<file path="src/hdl/assert_macros.svh">
// Assertion helpers for the RTL.
`ifndef ASSERT_MACROS_SVH
`define ASSERT_MACROS_SVH

// Same-cycle implication.
`define ASSERT_SAME(label, clk, rst_n, ante, cons, msg) \
    label: assert property (@(posedge clk) disable iff (!rst_n) (ante) |-> (cons)) \
        else $error(msg);

// Next-cycle implication.
`define ASSERT_NEXT(label, clk, rst_n, ante, cons, msg) \
    label: assert property (@(posedge clk) disable iff (!rst_n) (ante) |=> (cons)) \
        else $error(msg);

`endif

</file>
<file path="src/hdl/mcsl_pkg.sv">
`default_nettype none

package mcsl_pkg;

    typedef enum logic [2:0] {
        FUNC_SET_REQ    = 3'd0,
        FUNC_SET_BYPASS = 3'd1,
        FUNC_SET_SLEW   = 3'd2,
        FUNC_ACTIVATE   = 3'd3,
        FUNC_DEACTIVATE = 3'd4,
        FUNC_TICK       = 3'd5
    } t_func;

    typedef struct packed {
        t_func              func;
        logic [3:0]         motor_index;
        logic signed [15:0] power;
        logic [15:0]        slew_step;
    } t_cmd;

    typedef struct packed {
        logic [3:0]         out_index;
        logic signed [15:0] drive_value;
        logic               sent;
        logic               last;
    } t_result;

    // Per-channel control that rides alongside the read data of a tick sweep.
    typedef struct packed {
        logic vld;
        logic act;
        logic last;
    } t_lane_ctl;

endpackage

`default_nettype wire

</file>
<file path="src/hdl/mcsl_step.sv">
`default_nettype none

// Two-stage slew datapath: step toward request, then clamp / truncate / emit.
module mcsl_step import mcsl_pkg::*; #(
    parameter int CHANNELS  = 10,
    parameter int MAX_DRIVE = 127,
    parameter int MIN_DRIVE = -127,
    parameter int FRAC_BITS = 8,
    localparam int IW = (CHANNELS > 1) ? $clog2(CHANNELS) : 1,
    localparam int AW = 16 + FRAC_BITS
) (
    input  wire logic                 i_clk,
    input  wire logic                 i_rst_n,
    input  wire t_lane_ctl            i_ctl,
    input  wire logic [IW-1:0]        i_idx,
    input  wire logic signed [15:0]   i_req,
    input  wire logic signed [AW-1:0] i_art,
    input  wire logic [15:0]          i_slew,
    output logic                      o_busy,
    output logic                      o_wb_en,
    output logic [IW-1:0]             o_wb_idx,
    output logic signed [AW-1:0]      o_wb_art,
    output logic                      o_res_vld,
    output t_result                   o_res
);

    localparam int EW = AW + 2;
    localparam logic signed [EW-1:0] MAX_FX =
        EW'(longint'(MAX_DRIVE) * (longint'(1) << FRAC_BITS));
    localparam logic signed [EW-1:0] MIN_FX =
        EW'(longint'(MIN_DRIVE) * (longint'(1) << FRAC_BITS));
    localparam logic signed [EW-1:0] RND = EW'((longint'(1) << FRAC_BITS) - 1);

    logic signed [EW-1:0] art_e, req_e, slew_e, sum_e, stepped;
    logic                 moving, up;

    logic                 r_w_vld, r_w_sent, r_w_last;
    logic [IW-1:0]        r_w_idx;
    logic signed [AW-1:0] r_w_art;

    logic signed [EW-1:0] w_e, clamped, rounded, drive_e;

    logic                 r_o_vld;
    t_result              r_o_res;
    t_result              n_o_res;

    // step stage
    always_comb begin
        art_e   = EW'(i_art);
        req_e   = EW'(i_req) <<< FRAC_BITS;
        slew_e  = EW'(i_slew);
        moving  = i_ctl.act && (art_e != req_e);
        up      = req_e > art_e;
        sum_e   = up ? (art_e + slew_e) : (art_e - slew_e);
        if (up) begin
            stepped = (sum_e > req_e) ? req_e : sum_e;
        end else begin
            stepped = (sum_e < req_e) ? req_e : sum_e;
        end
    end

    always_ff @(posedge i_clk) begin
        if (!i_rst_n) begin
            r_w_vld <= 1'b0;
        end else begin
            r_w_vld <= i_ctl.vld;
        end
        r_w_sent <= moving;
        r_w_last <= i_ctl.last;
        r_w_idx  <= i_idx;
        r_w_art  <= AW'(stepped);
    end

    // clamp and truncate toward zero
    always_comb begin
        w_e     = EW'(r_w_art);
        if (w_e > MAX_FX) begin
            clamped = MAX_FX;
        end else if (w_e < MIN_FX) begin
            clamped = MIN_FX;
        end else begin
            clamped = w_e;
        end
        rounded = clamped + ((clamped < 0) ? RND : '0);
        drive_e = rounded >>> FRAC_BITS;

        n_o_res.out_index   = 4'(r_w_idx);
        n_o_res.drive_value = r_w_sent ? drive_e[15:0] : 16'sd0;
        n_o_res.sent        = r_w_sent;
        n_o_res.last        = r_w_last;
    end

    assign o_wb_en  = r_w_vld && r_w_sent;
    assign o_wb_idx = r_w_idx;
    assign o_wb_art = AW'(clamped);
    assign o_busy   = r_w_vld;

    always_ff @(posedge i_clk) begin
        if (!i_rst_n) begin
            r_o_vld <= 1'b0;
        end else begin
            r_o_vld <= r_w_vld;
        end
        r_o_res <= n_o_res;
    end

    assign o_res_vld = r_o_vld;
    assign o_res     = r_o_res;

endmodule

`default_nettype wire

</file>
<file path="src/hdl/multi_channel_motor_slew_limiter.sv">
`default_nettype none

// Multi-channel motor slew limiter. Commands arrive on i_cmd and are taken
// when start is high while busy is low. Set-request, bypass, set-slew,
// activate and deactivate each complete in the accept cycle and produce no
// result; addresses at or beyond CHANNELS and function codes 6 and 7 are
// ignored. A tick sweeps all channels, one per cycle, and emits exactly one
// result per channel in index order on consecutive cycles, each marked by
// o_strobe for one cycle, with last set on the highest channel. The receiver
// cannot stall: every strobed result must be captured on that cycle. After a
// tick is accepted busy stays high until every channel has passed the read
// issue, read-data and step registers (one read per channel through the single
// channel memory), so the next transaction can be taken once the last channel
// has left the step register. Results are registered after the clamp; the last
// one is strobed in the cycle in which busy has just dropped. No clearing pass
// is needed after reset: per-field valid bits make unwritten channels read as
// zero.
module multi_channel_motor_slew_limiter import mcsl_pkg::*; #(
    parameter int CHANNELS  = 10,
    parameter int MAX_DRIVE = 127,
    parameter int MIN_DRIVE = -127,
    parameter int FRAC_BITS = 8
) (
    input  wire logic i_clk,
    input  wire logic i_rst_n,
    input  wire logic start,
    input  wire t_cmd i_cmd,
    output logic      busy,
    output logic      o_strobe,
    output t_result   o_result
);

    localparam int IW = (CHANNELS > 1) ? $clog2(CHANNELS) : 1;
    localparam int AW = 16 + FRAC_BITS;

    // One row per channel; fields have separate write enables.
    typedef struct packed {
        logic signed [15:0]   req;
        logic signed [AW-1:0] art;
        logic [15:0]          slew;
    } t_row;

    t_row r_mem [CHANNELS];
    t_row r_rdata;

    // per-field "written since reset" flags and the active flags
    logic [CHANNELS-1:0] r_vld_req, r_vld_art, r_vld_slew, r_active;

    // tick sweep: read issue stage
    logic          r_rd_vld;
    logic [IW-1:0] r_rd_idx;
    logic          rd_last;

    // read-data stage
    t_lane_ctl     r_c_ctl;
    logic [IW-1:0] r_c_idx;
    logic          r_c_vreq, r_c_vart, r_c_vslew;

    logic                 step_busy;
    logic                 wb_en;
    logic [IW-1:0]        wb_idx;
    logic signed [AW-1:0] wb_art;

    // command decode
    logic                 accept, cmd_in_range, cmd_ok, tick_go;
    logic [IW-1:0]        cmd_idx;
    logic signed [AW-1:0] cmd_art;

    logic                 wr_req_en, wr_art_en, wr_slew_en;
    logic [IW-1:0]        wr_idx;
    logic signed [AW-1:0] wr_art_val;

    logic signed [15:0]   c_req;
    logic signed [AW-1:0] c_art;
    logic [15:0]          c_slew;

    assign busy         = r_rd_vld || r_c_ctl.vld || step_busy;
    assign accept       = start && !busy;
    assign tick_go      = accept && (i_cmd.func == FUNC_TICK);
    assign cmd_in_range = int'(i_cmd.motor_index) < CHANNELS;
    assign cmd_ok       = accept && cmd_in_range && (i_cmd.func != FUNC_TICK);
    assign cmd_idx      = IW'(i_cmd.motor_index);
    assign cmd_art      = AW'(i_cmd.power) <<< FRAC_BITS;

    // Single write port. Tick write-back and commands never overlap since
    // commands are held off by busy for the whole sweep.
    always_comb begin
        wr_req_en  = 1'b0;
        wr_art_en  = wb_en;
        wr_slew_en = 1'b0;
        wr_idx     = wb_en ? wb_idx : cmd_idx;
        wr_art_val = wb_en ? wb_art : cmd_art;
        if (cmd_ok) begin
            case (i_cmd.func)
                FUNC_SET_REQ: begin
                    wr_req_en = 1'b1;
                end
                FUNC_SET_BYPASS: begin
                    wr_req_en = 1'b1;
                    wr_art_en = 1'b1;
                end
                FUNC_SET_SLEW: begin
                    wr_slew_en = 1'b1;
                end
                default: begin
                end
            endcase
        end
    end

    // channel memory: write, then registered read for the sweep
    always_ff @(posedge i_clk) begin
        if (wr_req_en) begin
            r_mem[wr_idx].req <= i_cmd.power;
        end
        if (wr_art_en) begin
            r_mem[wr_idx].art <= wr_art_val;
        end
        if (wr_slew_en) begin
            r_mem[wr_idx].slew <= i_cmd.slew_step;
        end
        if (r_rd_vld) begin
            r_rdata <= r_mem[r_rd_idx];
        end
    end

    // valid and active flags
    always_ff @(posedge i_clk) begin
        if (!i_rst_n) begin
            r_vld_req  <= '0;
            r_vld_art  <= '0;
            r_vld_slew <= '0;
            r_active   <= '0;
        end else begin
            if (wr_req_en) begin
                r_vld_req[wr_idx] <= 1'b1;
            end
            if (wr_art_en) begin
                r_vld_art[wr_idx] <= 1'b1;
            end
            if (wr_slew_en) begin
                r_vld_slew[wr_idx] <= 1'b1;
            end
            if (cmd_ok && (i_cmd.func == FUNC_ACTIVATE)) begin
                r_active[cmd_idx] <= 1'b1;
            end
            if (cmd_ok && (i_cmd.func == FUNC_DEACTIVATE)) begin
                r_active[cmd_idx] <= 1'b0;
            end
        end
    end

    // sweep sequencer: one channel read per cycle
    assign rd_last = r_rd_idx == IW'(CHANNELS - 1);

    always_ff @(posedge i_clk) begin
        if (!i_rst_n) begin
            r_rd_vld    <= 1'b0;
            r_rd_idx    <= '0;
            r_c_ctl.vld <= 1'b0;
        end else begin
            if (tick_go) begin
                r_rd_vld <= 1'b1;
                r_rd_idx <= '0;
            end else if (r_rd_vld) begin
                r_rd_vld <= !rd_last;
                r_rd_idx <= rd_last ? '0 : r_rd_idx + 1'b1;
            end
            r_c_ctl.vld <= r_rd_vld;
        end
        // flags sampled with the read so they line up with r_rdata
        r_c_ctl.act  <= r_active[r_rd_idx];
        r_c_ctl.last <= rd_last;
        r_c_idx      <= r_rd_idx;
        r_c_vreq     <= r_vld_req[r_rd_idx];
        r_c_vart     <= r_vld_art[r_rd_idx];
        r_c_vslew    <= r_vld_slew[r_rd_idx];
    end

    // unwritten fields read as zero
    assign c_req  = r_c_vreq  ? r_rdata.req  : '0;
    assign c_art  = r_c_vart  ? r_rdata.art  : '0;
    assign c_slew = r_c_vslew ? r_rdata.slew : '0;

    mcsl_step #(
        .CHANNELS  (CHANNELS),
        .MAX_DRIVE (MAX_DRIVE),
        .MIN_DRIVE (MIN_DRIVE),
        .FRAC_BITS (FRAC_BITS)
    ) u_step (
        .i_clk     (i_clk),
        .i_rst_n   (i_rst_n),
        .i_ctl     (r_c_ctl),
        .i_idx     (r_c_idx),
        .i_req     (c_req),
        .i_art     (c_art),
        .i_slew    (c_slew),
        .o_busy    (step_busy),
        .o_wb_en   (wb_en),
        .o_wb_idx  (wb_idx),
        .o_wb_art  (wb_art),
        .o_res_vld (o_strobe),
        .o_res     (o_result)
    );

    // Checks: results of a tick come as one unbroken burst closed by last.
    `include "assert_macros.svh"

    `ASSERT_NEXT(a_tick_sets_busy, i_clk, i_rst_n, tick_go, busy, "tick accepted without busy")
    `ASSERT_NEXT(a_burst_unbroken, i_clk, i_rst_n, o_strobe && !o_result.last, o_strobe, "gap in tick results")
    `ASSERT_NEXT(a_burst_ends, i_clk, i_rst_n, o_strobe && o_result.last, !o_strobe, "result after last")
    `ASSERT_SAME(a_strobe_in_tick, i_clk, i_rst_n, o_strobe, $past(busy), "result outside a tick")

endmodule

`default_nettype wire

</file>
<file path="config.mk">
export PLATFORM = sky130hd
export DESIGN_NAME = multi_channel_motor_slew_limiter
export DESIGN_NICKNAME = d
export VERILOG_FILES = /design/src/hdl/mcsl_pkg.sv /design/src/hdl/mcsl_step.sv /design/src/hdl/multi_channel_motor_slew_limiter.sv
export VERILOG_INCLUDE_DIRS = /design/src /design/src/hdl
export SDC_FILE = /design/constraint.sdc
export NUM_CORES = 1
export LEC_CHECK = 0
export BUFFER_PORTS_ARGS = -buffer_cell sky130_fd_sc_hd__clkbuf_2
export CAP_MARGIN = 20
export CORE_MARGIN = 3
export CORE_UTILIZATION = 50
export CTS_CLUSTER_DIAMETER = 30
export DETAILED_ROUTE_END_ITERATION = 7
export PLACE_DENSITY = 0.69
export SLEW_MARGIN = 30
export SYNTH_ARGS = -nofsm -noshare
export SYNTH_HDL_FRONTEND = slang
export SYNTH_HIERARCHICAL = 1
export SYNTH_SLANG_ARGS = --single-unit
</file>
<file path="constraint.sdc">
create_clock -name i_clk -period 6.7 [get_ports i_clk]
set_input_delay 1.34 -clock i_clk [delete_from_list [all_inputs] [get_ports i_clk]]
set_output_delay 1.34 -clock i_clk [all_outputs]
set_load 0.05 [all_outputs]
</file>
==> results of run 1 <==
==> cells by family (layout without fill, tap and decap cells) <==
logic type	count (synthesis)	in the layout	share of synthesized area (%)
flip-flops	725	725	68.0
multiplexers	158	158	10.3
AO/OA/AOI/OAI	319	319	7.49
buffers and inverters	147	438	1.95
XOR/XNOR	43	43	1.24
AND/OR/NAND/NOR	465	465	8.28
adder cells (fa/ha/maj)	67	67	2.78
==> flip-flops by register name, indices dropped and copies added (netlist names), 3 cells and up <==
signal	flops
r_rd_idx	4
r_vld_req	10
r_vld_art	10
u_step/o_wb_idx	4
r_mem	560
u_step/o_res	22
r_active	10
r_c_idx	4
u_step/r_w_art	24
r_vld_slew	10
r_c_ctl	3
r_rdata	56
==> synthesized netlist by cell type (8+ instances only) <==
library cell	count
a211oi_1	8
a21o_1	19
a21oi_1	30
a22oi_1	60
a31oi_1	9
and2_1	70
and3_1	12
buf_1	10
buf_2	18
clkbuf_1	59
dfxtp_1	109
edfxtp_1	616
ha_1	66
inv_1	55
mux2_1	14
mux2_2	17
mux4_2	120
nand2_1	93
nand2b_1	63
nand3_1	19
nand4_1	16
nor2_1	101
nor2b_1	14
nor3_1	10
nor3b_1	11
nor4_1	11
o211ai_1	58
o21a_1	36
o21ai_0	40
o22ai_1	11
xnor2_1	19
xor2_1	24
==> per-stage QoR <==
stage / total power [mW] / setup slack [ns]
floorplan: 5.27 / 0.267
detailed placement: 5.41 / 0.0200
finish: 12.0 / 0.0572
global route: 12.4 / -0.201
CTS: 12.1 / 0.0127
global placement: 5.40 / 0.158
==> per-layer routing <==
| layer | GRT usage, % | share of wire (%) | vias up |
|---|---|---|---|
| li1 | - | - | 7971 |
| met1 | 31.2 | 41 | 9208 |
| met2 | 37.0 | 49 | 727 |
| met3 | 4.81 | 7.3 | 135 |
| met4 | 10.6 | 3.0 | 0 |
| met5 | 0 | 0 | - |
==> final timing paths <==
check | start | end | slack (ns) | cells past startpoint
worst max register to register | r_rdata[53] | u_step/r_w_art[14] | 0.06 | 28
worst min-delay path | r_c_ctl[0] | u_step/r_w_last | 0.32 | 0
worst max-delay path | r_rdata[53] | u_step/r_w_art[14] | 0.06 | 28
worst min register to register | r_c_ctl[0] | u_step/r_w_last | 0.32 | 0
==> report_power, final <==
group / internal (mW) / leakage (nW) / switching (mW)
Sequential: 4.91 / 6.49 / 0.0206
Clock: 4.43 / 2.18 / 2.21
Combinational: 0.183 / 4.31 / 0.274
Total: 9.52 / 13.0 / 2.51
==> repair_timing <==
action                                  CTS  global route
endpoints found under the setup margin   14            24
pin swaps                                 0            54
gates cloned                              0             3
buffers inserted                          0            18
gates resized for setup                   1           112
==> area by class of cell <==
type                       instances  area (um^2)  area share [%]
clock buffer                     154         3530            9.51
clock inverter                    82          985            2.65
inverter                          56          210           0.566
multi-input combinational       1052         9730            26.2
sequential                       725        20700            55.7
tap                              773          967            2.60
timing repair buffer             146         1030            2.77
==> worst max-delay path: cells and delay by family, from the launching register on <==
kind	cells	cell delay, ns
buffers and inverters	4	0.68
adder cells (fa/ha/maj)	3	1.02
AO/OA/AOI/OAI	9	1.56
flip-flops	1	0.41
AND/OR/NAND/NOR	9	2.21
multiplexers	1	0.32
XOR/XNOR	2	0.32
==> results_dict.tcl, run 1 <==
set metrics [dict create \
    status "finished clean" \
    netlist_top_cells_area "edfxtp_1 61%, mux4_2 8.9%, dfxtp_1 7.2%" \
    yosysWarnings 6 \
    critPathSlowestCell "or4_4" \
    cp_slowest_stage_delay_ns 0.50 \
    yosys.area.top_type "edfxtp_1" \
    ios 66 \
    dr_total_vias 18000 \
    grt_pass1_wl_mm 111 \
    cts_buffers 130 \
    start_util_pct 51.0 \
    syn_avg_cell_area_um2 15.8 \
    drive_gt1_share_pct 28.7 \
    dp.cells 2731 \
    synthCells 1924 \
    grt.overflow.total 0 \
    layout_common_cells "616 x edfxtp_1, 138 x clkbuf_16, 120 x mux4_2" \
    holdBufCountCts 0 \
    grt_max_degree 141 \
    layout.filler_cells 4123 \
    setup_viol 0 \
    routed_via_density 6.04 \
    die-area_um2 63800 \
    cts_buffer_depth 3 \
    max_slew_margin_pct 30.8 \
    ys_ff_latch 725 \
    crit_arrival_ns 7.21 \
    fin_skew_ns 0.0309 \
    synth_fp_nets 2033 \
    instances_no_fill 2988 \
    synth_cell_types 84 \
    hold_class "reg -> reg" \
    synth_top_area_share_pct 60.8 \
    post-dp-hpwl_mm 43.8 \
    slew_viol_final 0 \
    root_buffer "clkbuf_16" \
    synth_edf_count 616 \
    io_buffers 65 \
    peakVddDrop_v 0.000298 \
    die_h_um 253 \
    drtIter0Drc 1547 \
    drc 0 \
    finalCritPeriodShare_pct 99.1 \
    fmax_ghz 0.151 \
    cts.clk_slew.worst_paths_ns 0.05 \
    die-width_um 253 \
    postPlaceCellArea_um2 31900 \
    syn_to_final_growth_pct 22.1 \
    place.gp.congestion 0.917 \
    layout_commonest_cell "edfxtp_1" \
    clk-insertion-delay-late_ns 0.71 \
    cts_tree "done" \
    fp.coreArea_um2 59600 \
    cts_sinks 725 \
    routedWlPerCell_um 24.4 \
    drtPass1Iterations 5 \
    cp_max_fo 8 \
    fin_area_um2 37100 \
    cts_max_level 4 \
    final.min_clock_period_ns 6.64 \
    rsz0062_at_grt "true" \
    utilization_pct 62.4 \
    leakage_nw 13.0 \
    first_global_vias 18600 \
    power_density_nw_per_um2 324 \
    worst_setup_path_end_kind "register" \
    async_flop_share_pct 0 \
    synth-seq-area-share_pct 68.0 \
    hold_ws_ns 0.321 \
    drt_wl_total_mm 73.0 \
    hold_viol 0 \
    synth_flop_cell "edfxtp_1" \
    syn_area_um2 30400 \
    num_rows 89 \
    antenna_found_initial 2 \
    ant_nets 0 \
    antenna_cells 0 \
    cp-start-kind "register" \
    drv_cap 0 \
    fin_tns_setup_ns 0 \
    worst_ep_required_time_ns 7.27 \
    grt.total_usage_pct 23.3 \
    tightest_slew_ns 1.03 \
    fin_nets 2220 \
    path_class "reg -> reg" \
]
Power figures use the tool's default switching activity.
==> inputs of run 2 (changes only) <==
Settings changed: PLACE_DENSITY 0.69 to default, PLACE_DENSITY_LB_ADDON from default to 0.3.
==> run 2 against run 1 <==
Register-to-register slack better by 0.13 ns; first-iteration DRC count is 7.9% higher; wire length rose by 2.2%; sequential power about the same; worst setup slack improved by 0.13 ns; cell count rose by 0.44%; via count rose by 0.15%; sequential share of layout area up 0.23 points; count of clock-buffer cells in the layout increased by 3; total power decreased by 1.7%; critical path depth rose by 2; non-clock buffer count rose by 1; critical path type unchanged.
==> results_dict.tcl, run 2 (synthesis results as in run 1) <==
set metrics [dict create \
    path_depth 30 \
    final.min_clock_period_ns 6.51 \
    peakVddDrop_v 0.000319 \
    layout.filler_cells 4160 \
    antenna_found_initial 1 \
    utilization_pct 62.1 \
    multi_input_area_um2 9640 \
    top_regs "r_mem: 560 flops, r_rdata: 56 flops, u_step/r_w_art: 24 flops" \
    r2r-start "r_c_vart" \
    worst_setup_path_end_kind "register" \
    cpMostUsedCell "nand4_1" \
    cts.clk_slew.worst_paths_ns 0.05 \
    crit_arrival_ns 7.08 \
    critPathSlowestCell "or4_4" \
    cp-endpoint "u_step/r_w_art[14]" \
    cts_buffers 133 \
    drc 0 \
    setup_viol 0 \
    cp_max_fo 7 \
    num_rows 89 \
    io_buffers 65 \
    ant_nets 0 \
    fin_ws_ns 0.189 \
    clk-insertion-delay-late_ns 0.71 \
    routed_via_density 6.02 \
    drtIter0Drc 1669 \
    die-area_um2 63800 \
    grt_max_degree 107 \
    power_density_nw_per_um2 320 \
    rsz0062_at_grt "true" \
    tightest_slew_ns 1.03 \
    cts_buffer_depth 3 \
    fin_nets 2224 \
    max_slew_margin_pct 31.1 \
    setup.worst_path.start "r_c_vart" \
    rr_worst_depth 30 \
    fmax_ghz 0.154 \
    root_buffer "clkbuf_16" \
    grt.total_usage_pct 23.7 \
    hold_class "reg -> reg" \
    die_h_um 253 \
    path_class "reg -> reg" \
    die-width_um 253 \
    critical-path-top-delay-family "simple AND/OR/NAND/NOR gates" \
    holdBufCountCts 0 \
    drv_cap 0 \
    dr_total_vias 18100 \
    layout_commonest_cell "edfxtp_1" \
    cp-start-kind "register" \
    cts_tree "done" \
    slew_viol_final 0 \
    drtPass1Iterations 5 \
    post-place-ws_ns 0.0101 \
    routedWlPerCell_um 24.9 \
    drt_wl_total_mm 74.6 \
    ios 66 \
    finalCritPeriodShare_pct 97.2 \
    cts_sinks 725 \
    hold_viol 0 \
    min-delay-start "u_step/r_w_last" \
    largest_register_ffs 560 \
    worst-path-buf-inv 6 \
    min_path_cells 0 \
    cp_slowest_stage_delay_ns 0.50 \
    first_global_vias 18800 \
    drive_gt1_share_pct 28.4 \
    fin_skew_ns 0.0487 \
    top_register "r_mem" \
    r2r-end "u_step/r_w_art[14]" \
    ff2ff_setup_slack_ns 0.19 \
    fp.coreArea_um2 59600 \
    status "finished clean" \
    grt.overflow.total 0 \
    syn_to_final_growth_pct 21.7 \
    leakage_nw 12.9 \
    post-dp-hpwl_mm 45.1 \
    start_util_pct 51.0 \
    grt_pass1_wl_mm 113 \
    cts_max_level 4 \
    layout_common_cells "616 x edfxtp_1, 139 x clkbuf_16, 120 x mux4_2" \
    regArea_um2 20700 \
    place.gp.congestion 0.931 \
    worst_ep_required_time_ns 7.27 \
]
-- run 2: stage by stage --
step	hold WS [ns]	total power [mW]	TNS [ns]	std cells	instance area (um^2)
2_1_floorplan	0.310	5.27	0	1924	30400
3_3_place_gp	0.311	5.40	0	2732	31900
3_5_place_dp	0.314	5.42	0	2732	31900
4_1_cts	0.326	11.9	0	2978	36300
5_1_grt	0.333	12.2	-1.41	2999	37000
6_report	0.324	11.8	0	3001	37000
-- run 2: power breakdown --
group,leakage [nW],switching (mW),internal [mW],total [mW]
clock,2.09,2.30,4.15,6.45
combinational,4.30,0.273,0.168,0.441
sequential,6.49,0.0196,4.91,4.93
-- run 2: worst min-delay path by stage --
| stage | endpoint | slack, ns |
|---|---|---|
| after floorplan | u_step/o_res[0] | 0.31 |
| after global placement | u_step/o_wb_idx[3] | 0.31 |
| after detailed placement | u_step/o_res[0] | 0.31 |
| after CTS | u_step/o_res[0] | 0.33 |
| after global routing | u_step/o_wb_idx[0] | 0.33 |
| final | u_step/o_res[0] | 0.32 |
-- run 2: layout make-up --
| class | instances | share of cell area, % |
|---|---|---|
| Sequential cell | 725 | 55.9 |
| Multi-Input combinational cell | 1052 | 26.0 |
| Clock buffer | 157 | 9.41 |
| Timing Repair Buffer | 147 | 2.86 |
| Tap cell | 773 | 2.61 |
| Clock inverter | 89 | 2.55 |
| Inverter | 56 | 0.568 |
| Antenna cell | 2 | 0.0135 |
-- run 2: repair_timing --
| action | 4_1_cts | 5_1_grt |
|---|---|---|
| pin swaps | 1 | 30 |
| buffers inserted | 0 | 16 |
| endpoints found under the setup margin | 14 | 24 |
| gates cloned | 0 | 4 |
| resized for setup | 2 | 95 |
-- run 2: layer usage --
metal / part of all wire, % / global-route usage (%) / vias up
met4: 2.1 / 7.78 / 0
met1: 41 / 31.7 / 9249
li1: - / - / 7978
met5: 0 / 0 / -
met3: 7.1 / 5.10 / 119
met2: 50 / 39.2 / 722
-- run 2: worst reg2reg max path, delay by kind of cell, from the launching register on --
family / cells / cell delay [ns]
AO/OA/AOI/OAI: 8 / 1.42
XOR/XNOR: 1 / 0.27
adder cells (fa/ha/maj): 3 / 0.94
buffers and inverters: 6 / 0.84
flip-flops: 1 / 0.40
multiplexers: 1 / 0.33
AND/OR/NAND/NOR: 11 / 2.21
